===== src/sv/bgmt_pkg.sv =====
`default_nettype none
package bgmt_pkg;

	localparam int FRAME_W  = 640;
	localparam int FRAME_H  = 480;
	localparam int AREA_DIV = 4;

	localparam logic [9:0] BOX_W0 = (FRAME_W > 1023) ? 10'd1023 : 10'(FRAME_W);
	localparam logic [9:0] BOX_H0 = (FRAME_H > 1023) ? 10'd1023 : 10'(FRAME_H);
	localparam logic signed [22:0] AREA_LIM = 23'(FRAME_W * FRAME_H / AREA_DIV);

	localparam logic [23:0] MASS_MAX = 24'hFFFFFF;
	localparam logic [39:0] WSUM_MAX = 40'hFF_FFFF_FFFF;

	localparam logic [2:0] CFG_LOT_BOUND  = 3'd0;
	localparam logic [2:0] CFG_BASE_BOUND = 3'd1;
	localparam logic [2:0] CFG_SOFT_BOUND = 3'd2;
	localparam logic [2:0] CFG_MIN_MASS   = 3'd3;
	localparam logic [2:0] CFG_MAX_MASS   = 3'd4;
	localparam logic [2:0] CFG_RATIO_MIN  = 3'd5;
	localparam logic [2:0] CFG_RATIO_MAX  = 3'd6;
	localparam logic [2:0] CFG_SOFT_RATIO = 3'd7;

	typedef struct packed {
		logic [19:0] mass;
		logic [9:0]  center_x;
		logic [9:0]  center_y;
		logic [9:0]  left_col;
		logic [9:0]  right_col;
		logic [9:0]  top_row;
		logic [9:0]  bottom_row;
		logic [15:0] levity;
		logic        last_blob;
	} blob_t;

	typedef struct packed {
		logic        candidate;
		logic        soft_candidate;
		logic        killed;
		logic [9:0]  track_x;
		logic [9:0]  track_y;
		logic [9:0]  box_left;
		logic [9:0]  box_right;
		logic [9:0]  box_top;
		logic [9:0]  box_bottom;
		logic [23:0] total_mass;
		logic        lost_track;
		logic        frame_done;
	} result_t;

	typedef struct packed {
		logic load;
		logic mul1;
		logic mul2;
		logic dec;
		logic fin;
		logic commit;
	} cmd_t;

	typedef struct packed {
		logic last;
		logic out_busy;
		logic div_done;
	} stat_t;

endpackage
`default_nettype wire


===== src/sv/bgmt_ctrl.sv =====
`default_nettype none
module bgmt_ctrl import bgmt_pkg::*; (
	input  wire logic  clk,
	input  wire logic  arst_n,
	input  wire logic  blob_valid,
	output logic       blob_stall,
	input  wire stat_t stat,
	output cmd_t       cmd
);

	localparam logic [2:0] ST_IDLE = 3'd0;
	localparam logic [2:0] ST_MUL1 = 3'd1;
	localparam logic [2:0] ST_MUL2 = 3'd2;
	localparam logic [2:0] ST_DEC  = 3'd3;
	localparam logic [2:0] ST_FIN  = 3'd4;
	localparam logic [2:0] ST_DIVW = 3'd5;

	logic [2:0] state_q, state_nx;

	always_comb begin
		cmd      = '0;
		state_nx = state_q;
		unique case (state_q)
			ST_IDLE: begin
				if (blob_valid) begin
					cmd.load = 1'b1;
					state_nx = ST_MUL1;
				end
			end
			ST_MUL1: begin
				cmd.mul1 = 1'b1;
				state_nx = ST_MUL2;
			end
			ST_MUL2: begin
				cmd.mul2 = 1'b1;
				state_nx = ST_DEC;
			end
			ST_DEC: begin
				if (!stat.out_busy) begin
					cmd.dec  = 1'b1;
					state_nx = stat.last ? ST_FIN : ST_IDLE;
				end
			end
			ST_FIN: begin
				cmd.fin  = 1'b1;
				state_nx = ST_DIVW;
			end
			ST_DIVW: begin
				if (stat.div_done && !stat.out_busy) begin
					cmd.commit = 1'b1;
					state_nx   = ST_IDLE;
				end
			end
			default: state_nx = ST_IDLE;
		endcase
	end

	always_ff @(posedge clk or negedge arst_n) begin
		if (!arst_n) state_q <= ST_IDLE;
		else state_q <= state_nx;
	end

	assign blob_stall = state_q != ST_IDLE;

endmodule
`default_nettype wire


===== config.mk =====
export PLATFORM = sky130hd
export DESIGN_NAME = bgmt_ctrl
export DESIGN_NICKNAME = d
export VERILOG_FILES = /design/src/sv/bgmt_pkg.sv /design/src/sv/bgmt_ctrl.sv
export SDC_FILE = /design/constraint.sdc
export NUM_CORES = 1
export LEC_CHECK = 0
export ABC_AREA = 0
export BUFFER_PORTS_ARGS = -buffer_cell sky130_fd_sc_hd__buf_4
export CORE_AREA = 2 2 39 41
export CTS_CLUSTER_DIAMETER = 80
export DETAILED_ROUTE_END_ITERATION = 8
export DIE_AREA = 0 0 41 43
export PLACE_DENSITY = 0.46
export SLEW_MARGIN = 10
export SYNTH_ARGS = -nofsm -noshare
export SYNTH_HDL_FRONTEND = slang
export SYNTH_SLANG_ARGS = --single-unit

===== constraint.sdc =====
create_clock -name clk -period 2.2 [get_ports clk]
set_input_delay 0.22 -clock clk [delete_from_list [all_inputs] [get_ports clk]]
set_output_delay 0.22 -clock clk [all_outputs]
set_load 0.1 [all_outputs]

==> flow_summary.yaml <==
layout:
  stdcell_area_sq_um: 357
  num-nets-final: 46
  drive_gt1_share_pct: 48.7
  top_regs: "state_q x3"
  largest_reg_flops: 3
  layout_common_cells: "12 x buf_4, 3 x clkbuf_4, 3 x dfrtp_1"
  num_antenna_cells: 0
  area_growth_pct: 80.4
  top_register: "state_q"
  mostFrequentLayoutCell: "buf_4"
setup_path:
  crit_slowest_cell: "dfrtp_1"
  r2r_start: "state_q[0]"
  worst_r2r_endpoint: "state_q[2]"
  critPathArrivalTime_ps: 1490
  critPathTopFamily: "simple AND/OR/NAND/NOR gates"
  end_kind: "output port"
  reg2regPathDepth: 3
  cp_num_buf_inv: 1
  reg2reg_slack_ps: 1040
  cp-start-kind: "flip-flop"
  slowest_delay_ps: 450
  critPathKind: "reg -> out"
  crit_chain: "or3_1 > nor2_4 > buf_4"
  crit_required_ps: 1980
  crit_fanout: 9
global_routing:
  grtUsageMet3_pct: 0
  top_usage_layer: "met2"
  grt_pass1_vias: 174
  grt_first_pass_wirelength_microns: 690
  grt_start_max_net_pins: 10
  met1_usage_pct: 6.17
  grt_use_total_pct: 5.74
  overflow: 0
  antenna_found_initial: 0
  grt_util_met2_pct: 10.0
yosys:
  syn_nets: 28
  syn-cell-area_sq_um: 198
  syn_avg_cell_area_sq_um: 8.99
  synthTopCellsByArea: "dfrtp_1 38%, and2_1 6.3%, and3b_4 6.3%, nor2b_1 6.3%, nor2_1 5.7%"
  yosys_warnings: 0
  ys_ff_latch: 3
  synth_area_leader_cell: "dfrtp_1"
  synth_top_area_share_pct: 38.0
  synthCells: 22
  seq_area_frac_synth_pct: 38.0
  synth_cell_types: 15
timing:
  holdWs_ps: 246
  setup_violations: 0
  fin_crit_ps: 1710
  fin_crit_sh_pct: 77.6
  finClkSkew_ps: 0.268
  finalHoldViolations: 0
  fmax_ghz: 0.586
  fin_setup_tns_ps: 0
  drv_slew: 0
  rsz0062_at_grt: "no"
  slew_headroom_pct: 81.5
  worst_pin_slew_ps: 280
clock_tree:
  clock-sinks: 3
  ctsHtreeMaxLevel: 1
  cts_tree: "built"
  clockRootBuffer: "clkbuf_4"
  clkLatencyLatePin_ps: 220
  ctsLongestPathBuffers: 2
  numCtsBuffers: 3
  post_cts_buffers: 0
  clk_pin_slew_ps: 40
floorplanning:
  die_h_microns: 43
  rows: 14
  dieArea_sq_um: 1760
  core-area_sq_um: 1380
  io_pins: 13
  start_util_pct: 14.3
  fp.dieW_microns: 41
placement:
  io_buffers: 12
  place_area_sq_um: 320
  gp_congestion: 0.649
hold_path:
  hp-start: "stat[2]"
  hold_path_end: "state_q[2]"
  hold_depth: 2
  hold_class: "in -> reg"
detailed_routing:
  drc: 0
  routed_wl_microns: 507
  dr_total_vias: 214
  routedWlPerCell_microns: 9.22
  firstDrtPassIters: 5
  drt_iter0_drc: 1
  antenna_left: 0
  vias_per_cell: 3.89
outcome:
  status: "complete, no violations"
run:
  drv_cap: 0
[logic make-up after synthesis]
group                  share of synthesized area [%]
AND/OR/NAND/NOR                                 41.8
buffers and inverters                           1.90
AO/OA/AOI/OAI                                   18.4
flip-flops                                      38.0
[worst register-to-register path: stages (launching register included)]
cell	delay, ps
dfrtp_1	430
and2b_4	210
and3b_4	180
a22o_1	230
[cells in the mapped netlist]
library cell	n
o21ai_0	2
or3_1	1
o311a_1	1
and3b_4	1
nand2_1	1
nor2_1	3
and3_1	1
nor3b_1	1
nor2b_1	2
a22o_1	1
and2b_4	1
inv_1	1
a211oi_1	1
dfrtp_1	3
and2_1	2
[worst max-delay path by stage]
stage / startpoint / endpoint / slack, ps / cells after the start
3_3_place_gp: state_q[1] / cmd[5] / 740 / 3
2_1_floorplan: state_q[1] / cmd[5] / 110 / 2
4_1_cts: state_q[1] / cmd[5] / 480 / 3
5_1_grt: state_q[1] / cmd[5] / 430 / 3
3_5_place_dp: state_q[1] / cmd[5] / 730 / 3
6_report: state_q[1] / cmd[5] / 490 / 3
[through the flow]
stage	utilization (%)	cells	setup WS [ps]
2_1_floorplan	-	22	111
3_3_place_gp	23.1	50	740
3_5_place_dp	23.1	50	731
4_1_cts	25.8	55	484
5_1_grt	25.8	55	429
6_report	25.8	55	493
[final cells by class]
class / count / area [sq um]
multi-input combinational: 18 / 131
timing repair buffer: 13 / 100
sequential: 3 / 75.1
clock buffer: 4 / 26.3
tap: 16 / 20.0
inverter: 1 / 3.75
fill: 163 / 1030
[timing repair]
| action | CTS | global route |
|---|---|---|
| gates resized for setup | 0 | 0 |
| hold buffers | 1 | 0 |
| hold endpoints to repair | 3 | 0 |
[routing by layer]
| metal | vias up | wire, microns |
|---|---|---|
| met5 | - | 0 |
| met4 | 0 | 0 |
| met1 | 95 | 217 |
| met3 | 0 | 37 |
| li1 | 112 | - |
| met2 | 7 | 252 |
Power is not shown: default switching activity piles up to over one toggle a cycle in this logic, so the estimate is an artifact.
